--- config.mk ---
export PLATFORM = sky130hd
export DESIGN_NAME = llti_div
export DESIGN_NICKNAME = d
export VERILOG_FILES = /design/src/hdl/llti_pkg.sv /design/src/hdl/llti_div.sv
export SDC_FILE = /design/constraint.sdc
export NUM_CORES = 1
export LEC_CHECK = 0
export BUFFER_PORTS_ARGS = -buffer_cell sky130_fd_sc_hd__buf_2
export CELL_PAD_IN_SITES_DETAIL_PLACEMENT = 1
export CELL_PAD_IN_SITES_GLOBAL_PLACEMENT = 2
export CORE_ASPECT_RATIO = 0.5
export CORE_MARGIN = 2
export CORE_UTILIZATION = 37
export CTS_CLUSTER_DIAMETER = 120
export DETAILED_ROUTE_END_ITERATION = 8
export PLACE_DENSITY_LB_ADDON = 0.05
export SYNTH_ARGS = -nofsm -noshare
export SYNTH_HDL_FRONTEND = slang
export SYNTH_SLANG_ARGS = --single-unit
export TNS_END_PERCENT = 30
--- constraint.sdc ---
create_clock -name clk -period 4.2 [get_ports clk]
set_clock_uncertainty 0.15 [all_clocks]
set_input_delay 1.05 -clock clk [delete_from_list [all_inputs] [get_ports clk]]
set_output_delay 1.05 -clock clk [all_outputs]
set_load 0.02 [all_outputs]
--- src/hdl/llti_pkg.sv ---
// llti_pkg: shared types and constants of the log-log table interpolator
// used by llti_mul, llti_div and log_log_table_interpolator; no dependencies
`default_nettype none

package llti_pkg;

	// item operation codes
	localparam logic OP_LOAD  = 1'b0;
	localparam logic OP_QUERY = 1'b1;

	// result status codes
	localparam logic [1:0] ST_INTERP   = 2'd0;
	localparam logic [1:0] ST_CLAMP_LO = 2'd1;
	localparam logic [1:0] ST_CLAMP_HI = 2'd2;
	localparam logic [1:0] ST_EMPTY    = 2'd3;

	// ln(2) in Q0.64 and one in Q2.62
	localparam logic [63:0] LN2_Q64 = 64'hB17217F7D1CF79AB;
	localparam logic [63:0] ONE_Q62 = 64'h4000000000000000;

	// longest exponential series
	localparam logic [5:0] TERM_MAX = 6'd40;

	// multiplier request and response
	typedef struct packed {
		logic        start;
		logic [63:0] a;
		logic [63:0] b;
	} mul_req_t;

	typedef struct packed {
		logic         done;
		logic [127:0] prod;
	} mul_rsp_t;

	// divider request and response: quotient of (num * 2^sh) / den
	typedef struct packed {
		logic        start;
		logic [63:0] num;
		logic [63:0] den;
		logic [6:0]  sh;
	} div_req_t;

	typedef struct packed {
		logic        done;
		logic [63:0] quot;
	} div_rsp_t;

endpackage

`default_nettype wire

--- src/hdl/llti_div.sv ---
// llti_div: restoring divider, one quotient bit a cycle, floor(num * 2^sh / den)
// depends on llti_pkg for the request and response structs
`default_nettype none

module llti_div (
	input  wire logic              clk,
	input  wire logic              arst_n,
	input  wire llti_pkg::div_req_t req,
	output llti_pkg::div_rsp_t     rsp
);

	logic [63:0] dvd_q, den_q, quot_q;
	logic [64:0] rem_q;
	logic [7:0]  cnt_q, last_q;
	logic        busy_q, done_q;
	logic [64:0] r2, rdiff;
	logic        qbit;

	// one restoring step
	always_comb begin
		r2    = {rem_q[63:0], dvd_q[63]};
		qbit  = (r2 >= {1'b0, den_q});
		rdiff = r2 - {1'b0, den_q};
	end

	// control
	always_ff @(posedge clk or negedge arst_n) begin
		if (!arst_n) begin
			busy_q <= 1'b0;
			done_q <= 1'b0;
			cnt_q  <= 8'd0;
		end else begin
			done_q <= 1'b0;
			if (req.start) begin
				busy_q <= 1'b1;
				cnt_q  <= 8'd0;
			end else if (busy_q) begin
				cnt_q <= cnt_q + 8'd1;
				if (cnt_q == last_q) begin
					busy_q <= 1'b0;
					done_q <= 1'b1;
				end
			end
		end
	end

	// datapath
	always_ff @(posedge clk) begin
		if (req.start) begin
			dvd_q  <= req.num;
			den_q  <= req.den;
			rem_q  <= '0;
			quot_q <= '0;
			last_q <= 8'd63 + 8'(req.sh);
		end else if (busy_q) begin
			dvd_q  <= {dvd_q[62:0], 1'b0};
			rem_q  <= qbit ? rdiff : r2;
			quot_q <= {quot_q[62:0], qbit};
		end
	end

	assign rsp.done = done_q;
	assign rsp.quot = quot_q;

endmodule

`default_nettype wire

; Word-level counts from Yosys, hierarchy flattened
; Cells that the tools add are included.
[classes]
magnitude_cmp = 1
n_reduce_logical = 1
n_addsub = 3
eq_ne = 1
muxes = 11
[ops]
columns = operator, n
row1 = $mux 64, 3
row2 = $ge 65x64->1, 1
row3 = $sub 64x64->64, 1
row4 = $mux 8, 2
row5 = $add 6x7->8 const A, 1
row6 = $add 8x1->8 const B, 1
row7 = $eq 8x8->1, 1
row8 = $mux 1, 6
row9 = $reduce_bool 2->1, 1
[totals]
in_bits = 138
word_cells = 25
regBits = 274

; Logic depth before layout (Yosys ltp)
[depth]
depth_word = 4
mapped_depth = 16
ltp_nobuf = 14

; Least setup slack after synthesis
; Ideal clock, no wire load.
[synth_path]
path_kind = input-to-reg
start = in req[135] in the netlist's numbering
end = reg dvd_q[0], enable pin
arrival_ns = 3.144
setup_slack_ns = 0.488
setup_time_ns = 0.418
cell_stages = 5
path_cell_list = clkbuf_1 -> clkbuf_1 -> clkbuf_1 -> nor2_1 -> inv_1
[synth_via]
elab_chain_cells = 1
[synth_lines]
columns = item, line
row1 = "start, declared", llti_div.sv:8  ; input wire llti_pkg::div_req_t req,
row2 = $reduce_bool 2->1 (no source line), -
row3 = "end signal, assigned", llti_div.sv:50  ; dvd_q <= req.num;
row4 = "end signal, assigned", llti_div.sv:56  ; dvd_q <= {dvd_q[62:0], 1'b0};
row5 = "end, declared", llti_div.sv:12  ; logic [63:0] dvd_q, den_q, quot_q;
; No other way between the ends.
; A chain may end at the register's enable or synchronous reset.

; Worst setup path in the final report
[layout_path]
start = reg dvd_q[63]
end = reg rem_q[62]
[layout_via]
elab_chain_cells = 2
[layout_lines]
columns = item, line
row1 = $sub 64x64->64 / $ge 65x64->1 (equally long branches), "llti_div.sv:23, llti_div.sv:22"
row2 = $mux 64 *, llti_div.sv:57  ; rem_q <= qbit ? rdiff : r2;
row3 = "end signal, assigned", llti_div.sv:57
row4 = "end, declared", llti_div.sv:13  ; logic [64:0] rem_q;
; Every way passes the cells marked *; elsewhere a longest branch is shown, timed or not.

==> flow_summary.toml <==
[floorplanning]
chipWidth_microns = 285
core-area_sq_mm = 0.0389
die_y_microns = 144
ios = 203
start_util_pct = 37.5
rows = 51
die_area_sq_mm = 0.0412

[pwr]
p_per_area_mw_per_mm2 = 588
p_leak_nw = 7.71
max-vdd-ir-drop_mv = 0.341
power.total_mw = 9.97

[clocking]
postCtsSetupBuffers = 0
post_cts_resized = 0
worstSkewPairLatency_ps = 580
cts.clk_slew.worst_paths_ps = 70
cts_made_buffers = 27
cts_root_buf = "clkbuf_16"
cts_max_path_buffers = 3
cts_max_level = 1
cts_tree = "built"
clock-sinks = 274
postCtsHoldBufs = 0

[worst_setup_path]
cp.required_ps = 4530
cp_slowest_cell = "a2111oi_1"
worstSetupPathType = "reg -> reg"
path_cells = "inv_1 > ha_1 > fa_1 > and2b_1 > o2111ai_1 > a2111oi_1 > nor3_1 > o31a_1 > o21ai_2 > a221oi_2 > nand4_1 > nand4_1 > mux2_2 > a311oi_1"
critPathTopFamily = "compound AO/OA/AOI/OAI gates"
path_depth = 14
crit_top_cell = "nand4_1"
critPathCapture = "rem_q[62]"
r2r_cells = 14
r2r-end = "rem_q[62]"
crit_path_max_fanout = 4
reg2reg_slack_ps = 300
worst_setup_path_end_kind = "register"
rr_startpoint = "dvd_q[63]"
critical_path.startpoint = "dvd_q[63]"
critPathMaxStageDelay_ps = 570
crit_buf_inv = 1
start_kind = "register"
critPathArrivalTime_ps = 4240

[timing]
setup_violations = 0
min_period_ps = 3900
max_freq_ghz = 0.256
post-route-period-util_pct = 92.9
hold_viol_final = 0
rsz0062_at_grt = "no"
hold_slack_ps = 186
final-max-slew-violation-count = 0
tns_ps = 0
max-slew-margin-rel_pct = 38.0
tightest_slew_ps = 930

[synth]
synth_top_cell_by_area = "edfxtp_1"
yosysSeqAreaShare_pct = 47.2
yosysWarnings = 0
ys_types = 68
synthTopCellsByArea = "edfxtp_1 28%, dfxtp_1 18%, nor2_1 5.8%"
syn_inst = 1487
synth_top_area_share_pct = 28.0
synth_seq_cells = 274
synth_edf_count = 136
netlist_area_sq_mm = 0.0146
avgSynthCellArea_sq_um = 9.82
ys.flop_type = "edfxtp_1"
syn-num-nets = 1692
synthArstFlopShare_pct = 3.65

[routing]
drc_errors = 0
first_pass_iters = 5
drt_iter0_drc = 513
ant_nets = 0
vias = 11500
wire_per_inst_microns = 18.0
vias_per_cell = 5.22
drt-total-wl_mm = 39.6

[final_layout]
final_area_sq_mm = 0.0170
area_growth_pct = 16.3
final_util_pct = 43.6
fill_cells = 4481
drive_gt1_share_pct = 20.2
nNetsFinal = 1855

[grt]
grt_usage_pct = 19.2
grt_remaining_overflow = 0
grt_max_degree = 95
grt_pass1_wl_mm = 64.1
grt_pass1_vias = 12000
antenna_found_initial = 4

[placement]
place_hpwl_mm = 28.9
placed_area_sq_mm = 0.0161
io_buffer_count = 202
routabilityCongestion = 0.840

[flow_run]
cap_violations = 0

[hold_path]
min_path_type = "in -> async"

[outcome]
status = "finished, final reports clean"
placed cells by master, fill, tap and decap left out, types with 17 or more instances in the layout:
| master | netlist | routed |
|---|---|---|
| nand4_1 | 35 | 35 |
| o21bai_1 | 17 | 17 |
| edfxtp_1 | 136 | 136 |
| a211oi_1 | 54 | 54 |
| xor2_1 | 32 | 32 |
| a21oi_1 | 124 | 124 |
| a21o_1 | 31 | 31 |
| dfxtp_1 | 128 | 128 |
| nor2_1 | 226 | 226 |
| o21ai_0 | 52 | 52 |
| buf_2 | 10 | 201 |
| mux2_2 | 66 | 66 |
| ha_1 | 66 | 66 |
| xnor2_1 | 37 | 37 |
| inv_1 | 87 | 86 |
| nand2_1 | 75 | 75 |
| clkbuf_16 | 0 | 27 |
| mux2i_1 | 81 | 81 |
state kept, by name, summed over array words and instances, names as in the netlist:
name and cells:
rem_q 64, den_q 64, last_q 8, busy_q 1, cnt_q 8, quot_q 64, done_q 1, dvd_q 64
report_power, final:
group	total (mW)	leakage, nW	switching, mW	internal [mW]
logic	4.05	4.75	2.45	1.60
clock network	2.44	0.411	1.13	1.31
registers	3.49	2.56	0.270	3.22
cells by family after synthesis:
family / synth area share [%]
AO/OA/AOI/OAI: 15.0
multiplexers: 10.6
flip-flops: 47.2
AND/OR/NAND/NOR: 12.6
XOR/XNOR: 4.14
buffers and inverters: 4.68
adder cells (fa/ha/maj): 5.79
metrics by stage:
stage | setup slack [ps] | std cells
floorplan | 488 | 1487
global placement | 413 | 2151
detailed placement | 257 | 2151
CTS | 224 | 2201
global route | 12.9 | 2203
finish | 299 | 2203
cells in the mapped netlist (7+ instances only):
cell type and number:
a31oi_1 11, mux2i_1 81, nand2_1 75, o21bai_1 17, edfxtp_1 136, buf_2 10, ha_1 66, a21o_1 31
xnor2_1 37, inv_1 87, dfrtp_1 10, o21ai_0 52, and3_1 7, mux2_2 66, clkbuf_1 55, xor2_1 32
buf_1 17, a211oi_1 54, nor2_1 226, nand4_1 35, dfxtp_1 128, nand3_1 16, nor3_1 14, a21oi_1 124
per-layer routing:
layer  vias to the layer above  share of wire, %  global-route usage, %  routed length, microns
met3                        57               3.9                   3.91                    1530
met2                       151                48                   34.0                   19000
met4                         4               1.9                   3.91                     759
li1                       5664                 -                      -                       -
met1                      5619                46                   24.4                   18300
met5                         -             0.053                      0                      21
worst min path at each step:
stage          startpoint          to  slack, ps
2_1_floorplan   rem_q[33]   rem_q[33]        320
3_3_place_gp   quot_q[63]  quot_q[63]        320
3_5_place_dp   quot_q[63]  quot_q[63]        340
4_1_cts            arst_n    cnt_q[1]        160
5_1_grt            arst_n    cnt_q[1]        170
6_report           arst_n    cnt_q[1]        190
final cells by class:
| type | instances | area, sq um | share of cell area [%] |
|---|---|---|---|
| multi-input combinational | 1039 | 7030 | 41.4 |
| sequential | 274 | 6900 | 40.6 |
| timing repair buffer | 221 | 1200 | 7.08 |
| clock buffer | 31 | 691 | 4.07 |
| tap | 530 | 663 | 3.91 |
| inverter | 87 | 327 | 1.92 |
| clock inverter | 19 | 163 | 0.958 |
| antenna | 2 | 5.00 | 0.0295 |
(Power assumes the default switching activity.)
