## config.mk

```make
export PLATFORM = sky130hd
export DESIGN_NAME = llti_mul
export DESIGN_NICKNAME = d
export VERILOG_FILES = /design/src/hdl/llti_pkg.sv /design/src/hdl/llti_mul.sv
export SDC_FILE = /design/constraint.sdc
export NUM_CORES = 2
export LEC_CHECK = 0
export BUFFER_PORTS_ARGS = -buffer_cell sky130_fd_sc_hd__buf_2
export CORE_MARGIN = 3
export CORE_UTILIZATION = 59
export CTS_CLUSTER_DIAMETER = 150
export DETAILED_ROUTE_END_ITERATION = 16
export MAX_ROUTING_LAYER = met4
export PLACE_DENSITY = 0.8
export REMOVE_ABC_BUFFERS = 1
export SYNTH_ARGS = -nofsm -noshare
export SYNTH_HDL_FRONTEND = slang
export SYNTH_SLANG_ARGS = --single-unit
```

## constraint.sdc

```tcl
create_clock -name clk -period 8.2 [get_ports clk]
set_clock_uncertainty 0.05 [all_clocks]
set_input_delay 0.82 -clock clk [delete_from_list [all_inputs] [get_ports clk]]
set_output_delay 0.82 -clock clk [all_outputs]
set_load 0.02 [all_outputs]
```

## src/hdl/llti_pkg.sv

```systemverilog
// llti_pkg: shared types and constants of the log-log table interpolator
// used by llti_mul, llti_div and log_log_table_interpolator; no dependencies
`default_nettype none

package llti_pkg;

	// item operation codes
	localparam logic OP_LOAD  = 1'b0;
	localparam logic OP_QUERY = 1'b1;

	// result status codes
	localparam logic [1:0] ST_INTERP   = 2'd0;
	localparam logic [1:0] ST_CLAMP_LO = 2'd1;
	localparam logic [1:0] ST_CLAMP_HI = 2'd2;
	localparam logic [1:0] ST_EMPTY    = 2'd3;

	// ln(2) in Q0.64 and one in Q2.62
	localparam logic [63:0] LN2_Q64 = 64'hB17217F7D1CF79AB;
	localparam logic [63:0] ONE_Q62 = 64'h4000000000000000;

	// longest exponential series
	localparam logic [5:0] TERM_MAX = 6'd40;

	// multiplier request and response
	typedef struct packed {
		logic        start;
		logic [63:0] a;
		logic [63:0] b;
	} mul_req_t;

	typedef struct packed {
		logic         done;
		logic [127:0] prod;
	} mul_rsp_t;

	// divider request and response: quotient of (num * 2^sh) / den
	typedef struct packed {
		logic        start;
		logic [63:0] num;
		logic [63:0] den;
		logic [6:0]  sh;
	} div_req_t;

	typedef struct packed {
		logic        done;
		logic [63:0] quot;
	} div_rsp_t;

endpackage

`default_nettype wire

```

## src/hdl/llti_mul.sv

```systemverilog
// llti_mul: 64x64 to 128-bit multiplier built from one 32x32 partial product a cycle
// depends on llti_pkg for the request and response structs
`default_nettype none

module llti_mul (
	input  wire logic              clk,
	input  wire logic              arst_n,
	input  wire llti_pkg::mul_req_t req,
	output llti_pkg::mul_rsp_t     rsp
);

	logic [63:0]  a_q, b_q;
	logic [127:0] acc_q;
	logic [63:0]  pp_s1;
	logic [1:0]   ppsh_s1;
	logic [2:0]   cnt_q;
	logic         busy_q, done_q;
	logic [31:0]  ah, bh;
	logic [127:0] pp_ext;

	// pick halves for the current partial product
	always_comb begin
		ah = cnt_q[1] ? a_q[63:32] : a_q[31:0];
		bh = cnt_q[0] ? b_q[63:32] : b_q[31:0];
		case (ppsh_s1)
			2'd0:    pp_ext = {64'd0, pp_s1};
			2'd1:    pp_ext = {32'd0, pp_s1, 32'd0};
			default: pp_ext = {pp_s1, 64'd0};
		endcase
	end

	// control
	always_ff @(posedge clk or negedge arst_n) begin
		if (!arst_n) begin
			busy_q <= 1'b0;
			done_q <= 1'b0;
			cnt_q  <= 3'd0;
		end else begin
			done_q <= 1'b0;
			if (req.start) begin
				busy_q <= 1'b1;
				cnt_q  <= 3'd0;
			end else if (busy_q) begin
				cnt_q <= cnt_q + 3'd1;
				if (cnt_q == 3'd4) begin
					busy_q <= 1'b0;
					done_q <= 1'b1;
				end
			end
		end
	end

	// partial products and accumulation
	always_ff @(posedge clk) begin
		if (req.start) begin
			a_q   <= req.a;
			b_q   <= req.b;
			acc_q <= '0;
		end else if (busy_q) begin
			pp_s1   <= ah * bh;
			ppsh_s1 <= 2'({1'b0, cnt_q[0]} + {1'b0, cnt_q[1]});
			if (cnt_q != 3'd0)
				acc_q <= acc_q + pp_ext;
		end
	end

	assign rsp.done = done_q;
	assign rsp.prod = acc_q;

endmodule

`default_nettype wire

```

After elaboration in Yosys (flattened, before gate mapping). Cells that the tools add are included.

Flip-flop bits (word level): 327. Input bits: 131. Output and inout bits: 129. Logic and storage cells: 31.

Add/sub/neg operators: 3. Multiply operators: 1. Equal/unequal tests: 2. Mux-type cells: 11. Bitwise operators: 1. Reductions and logical operators: 5.

Operators by type and width (count): $pmux 128 s2 (1); $add 128x128->128 (1); $mul 32x32->64 (1); $mux 32 (2); $mux 1 (6); $mux 3 (2); $reduce_and 2->1 (2); $add 3x1->3 const B (1); $eq 3x3->1 const B (1); $reduce_bool 3->1 (1); $add 1x1->2 (1); $eq 2x1->1 const B (1); $logic_not 2->1 (1); $reduce_bool 2->1 (1); $not 1->1 (1).

Depth between registers and ports, before layout.
Depth after elaboration: 4. Depth in mapped cells: 35. Gate-level depth less buffers: 30.

Worst setup path after synthesis. Ideal clock, no wire load.

Kind: reg-to-reg. From: reg cnt_q[0]. To: reg pp_s1[63] (data pin). Library setup time: 0.260 ns. Data arrival time: 8.748 ns. Required time: 7.890 ns. Setup slack: -0.858 ns. Stages on the path, launching flop included: 32. Path buffers: 4. Clock period less this slack: 9.058 ns. Cell sequence: dfrtp_1 -> clkbuf_1 -> clkbuf_1 -> buf_1 -> clkbuf_1 -> mux2_1 -> nand2_1 -> fa_1 -> fa_1 -> fa_1 -> fa_1 -> inv_1 -> fa_1 -> inv_1 -> fa_1 -> inv_1 -> fa_1 -> inv_1 -> fa_1 -> inv_1 -> ha_1 -> a21oi_1 -> o211ai_1 -> a31o_2 -> a221o_1 -> o211ai_1 -> nand3_1 -> a41o_1 -> a31oi_1 -> o21ai_1 -> a41oi_1 -> xnor2_1.

Cells in the longest elaborated chain, start to end: 2.

Ends and longest elaborated chain: start: declaration (line llti_mul.sv:16) `logic [2:0] cnt_q;`; start signal: assignment (line llti_mul.sv:44) `cnt_q <= cnt_q + 3'd1;`; $mux 32 (line llti_mul.sv:24) `bh = cnt_q[0] ? b_q[63:32] : b_q[31:0];`; $mul 32x32->64 (line llti_mul.sv:60) `pp_s1 <= ah * bh;`; end signal: assignment (line llti_mul.sv:60); end: declaration (line llti_mul.sv:14) `logic [63:0] pp_s1;`.

No other way between the ends. A chain may end at the register's enable or synchronous reset.

Worst setup path after layout.
From: reg cnt_q[1]. To: reg pp_s1[44] (data pin).

Cells in the longest elaborated chain, start to end: 2.

Ends and longest elaborated chain: $mux 32 (line llti_mul.sv:23) `ah = cnt_q[1] ? a_q[63:32] : a_q[31:0];`; $mul 32x32->64 (line llti_mul.sv:60).

No other way between the ends.

==> run summary <==
### Outcome
* complete, but fails checks — run status
* negative setup slack — violated checks

### CTS
* clkbuf_16 — buffer type at the clock tree root
* 2 — depth of the CTS H-tree
* built — clock tree from TritonCTS
* 327 — total number of clock tree sinks
* 0.64 ns — later-pin clock latency in the skew report
* 43 — TritonCTS buffer count
* 3 — maximum buffer depth of the clock tree
* 0.07 ns — Clk pin slew, worst setup/hold paths

### Finish
* 17.5% — layout cells sized above 1
* 6769 — Filler Cell Count
* 8020 — layout net count
* 62400 um^2 — fin area
* 7816 — count of non-filler cells in the finished layout
* 18.3% — Area Overhead vs Synth
* 70.5% — post-layout utilization of the core

### Synth
* fa_1 — cell taking the most area after synthesis
* 16.1% — sequential-to-total area share from yosys stat
* 6015 — gate count of the mapped netlist
* 194 — number of flops mapped to enable cells by yosys
* 8.77 um^2 — mean cell area of the mapped netlist
* 1.53% — post-synthesis async set-or-reset flop share
* 52700 um^2 — cell area after synthesis
* 78 — distinct cell type count of the synthesized netlist
* 327 — total of flip-flops plus latches after synthesis
* 0 — count of warnings emitted by yosys
* 34.0% — area share of the leading cell type in the synthesized netlist
* fa_1, edfxtp_1, ha_1 — Synth area leaders
* edfxtp_1 — prevailing post-synth register cell

### Routing
* 6.08 — Via-to-Cell Ratio
* 206000 um — Final Routed Wirelength
* 9 — iteration count of the initial detailed-routing pass
* 47500 — Via Count
* 26.4 um — Routed wire per std cell
* 5120 — number of DRC markers after the initial detailed-route iteration
* 0 — Antenna Violating Nets Remaining
* 0 — drc violations

### Worst setup path
* adder cells — delay-heaviest family, CP
* 8 — maximum fanout encountered on the critical timing path
* 8.86 ns — Worst EP arrival
* 0.58 ns — slowest stage delay, CP
* 9 — combined buffer and inverter count along the critical path
* reg2reg — class of the most critical setup path
* 8.52 ns — data required time of the critical path
* flip-flop — startpoint types
* 31 — number of cells on the worst reg-to-reg path
* fa_1 — standard cell with the maximum stage delay on the critical path
* 31 — Crit. path cell count
* fa_1 — most repeated library cell on the critical path
* flip-flop — kind of end point of the critical path

### Global routing
* 16 — initial antenna violation count
* 0 — Remaining Overflow, GRT
* 74 — pin count of the biggest net entering global routing
* 45.3% — global router's overall resource usage
* 48300 — via count of the first global-routing pass
* 303000 um — global-route wire length before repair

### Timing
* 104% — portion of the clock cycle consumed by the worst path in the final layout
* 8.54 ns — minimum clock period
* -0.338 ns — final worst setup slack
* 16 — final setup violation count
* 0.959 ns — Least-Margin Pin Slew
* 117 MHz — Max Clk Rate
* 0 — Final Hold Violating Endpoints
* yes — unrepaired setup endpoints after global routing
* -2.38 ns — sum of negative setup slack
* 35.4% — worst max-slew margin expressed relative to the limit
* 0 — fin. max-slew vios

### Placement
* 59300 um^2 — Placed Area
* 259 — input/output buffers
* 170000 um — Detailed Place HPWL
* 1.08 — gp weighted congestion
* 7669 — number of placed instances, taps included

### Die
* 59.6% — Initial Util
* 305 um — width of the chip
* 88500 um^2 — CORE AREA
* 260 — number of top-level pins
* 305 um — die boundary height
* 93000 um^2 — overall die area
* 109 — Cell Rows

### Job
* 0 — number of maximum-capacitance constraint violations

### Min path
* 1 — Worst Hold Path Cells
* in2reg — Hold Crit Class

## registers in the layout, indices dropped and copies added (netlist names)
register  count
acc_q       128
a_q          64
b_q          64
pp_s1        64
cnt_q         3
ppsh_s1       2
busy_q        1
done_q        1
## synth_stat cells (all sizes together), types with 23 or more instances
cell    count
and2       74
inv       940
a31oi      29
nand4      60
clkbuf    260
nand2     871
xnor2     113
o21bai     50
mux2i     100
ha        392
nor3       27
a21o       95
o21ai     204
nor2      750
mux2       65
nor2b      23
buf        31
edfxtp    194
xor2       57
dfxtp     128
fa        897
nand3      44
a21oi     332
## placed cells by master, fill, tap and decap left out, types with 47 or more instances in the layout
| cell type | n |
|---|---|
| and2_1 | 73 |
| ha_1 | 374 |
| nand4_1 | 60 |
| a21oi_1 | 311 |
| buf_2 | 258 |
| xnor2_1 | 113 |
| buf_12 | 64 |
| fa_1 | 877 |
| clkbuf_16 | 47 |
| a21o_1 | 95 |
| mux2i_1 | 56 |
| buf_4 | 466 |
| dfxtp_1 | 128 |
| o21ai_0 | 175 |
| edfxtp_1 | 194 |
| o21bai_1 | 49 |
| inv_1 | 924 |
| nor2_1 | 721 |
| nand2_1 | 868 |
| xor2_1 | 57 |
## metrics by stage
stage / hold WS, ns / setup slack, ns
floorplan: 0.472 / -2.09
global placement: 0.406 / -0.437
detailed placement: 0.413 / -0.557
CTS: 0.267 / -0.0941
global route: 0.293 / -0.459
finish: 0.295 / -0.338
## metal layers
metal / track usage (%) / wire [um]
met1: 55.5 / 75100
met2: 67.9 / 90600
met3: 11.2 / 23500
met4: 27.7 / 17100
met5: - / 0
## area by class of cell
cell class / count / area (um^2) / area share (%)
multi-input cells: 4457 / 40700 / 65.3
flip-flops and latches: 327 / 8520 / 13.7
repair buffers: 831 / 6700 / 10.7
inverters: 940 / 3530 / 5.66
well taps: 1165 / 1460 / 2.34
clock buffers: 55 / 1150 / 1.84
clock inverters: 24 / 268 / 0.429
diodes: 17 / 42.5 / 0.0682
## worst paths after layout
check,from,endpoint,slack (ns)
setup reg to reg,cnt_q[1]$_DFFE_PN0P_,pp_s1[44]$_DFFE_PP_,-0.34
min in group asynchronous,arst_n,cnt_q[1]$_DFFE_PN0P_,0.56
max in group asynchronous,arst_n,cnt_q[0]$_DFFE_PN0P_,7.25
hold / removal,req[15],b_q[15]$_DFFE_PP_,0.29
hold reg to reg,acc_q[2]$_SDFFE_PP0P_,acc_q[2]$_SDFFE_PP0P_,0.42
setup / recovery,cnt_q[1]$_DFFE_PN0P_,pp_s1[44]$_DFFE_PP_,-0.34
## cells by family after synthesis
group           synth area share [%]
buf+inv                         8.78
mux                             3.29
xor+xnor                        2.82
simple gates                    15.4
compound gates                  10.2
flops                           16.1
fa+ha+maj                       43.3
## timing repair
| item | CTS | global route |
|---|---|---|
| pin swaps | 55 | 40 |
| hold endpoints to repair | 1 | 0 |
| setup endpoints to repair | 24 | 28 |
| buffers inserted | 19 | 24 |
| gates resized for setup | 174 | 81 |
| hold buffers | 1 | 0 |
| gates cloned | 4 | 4 |
Power is left out: the tool's default activity adds up to more than one toggle a clock period on the data nets, which glitch-free logic cannot reach.
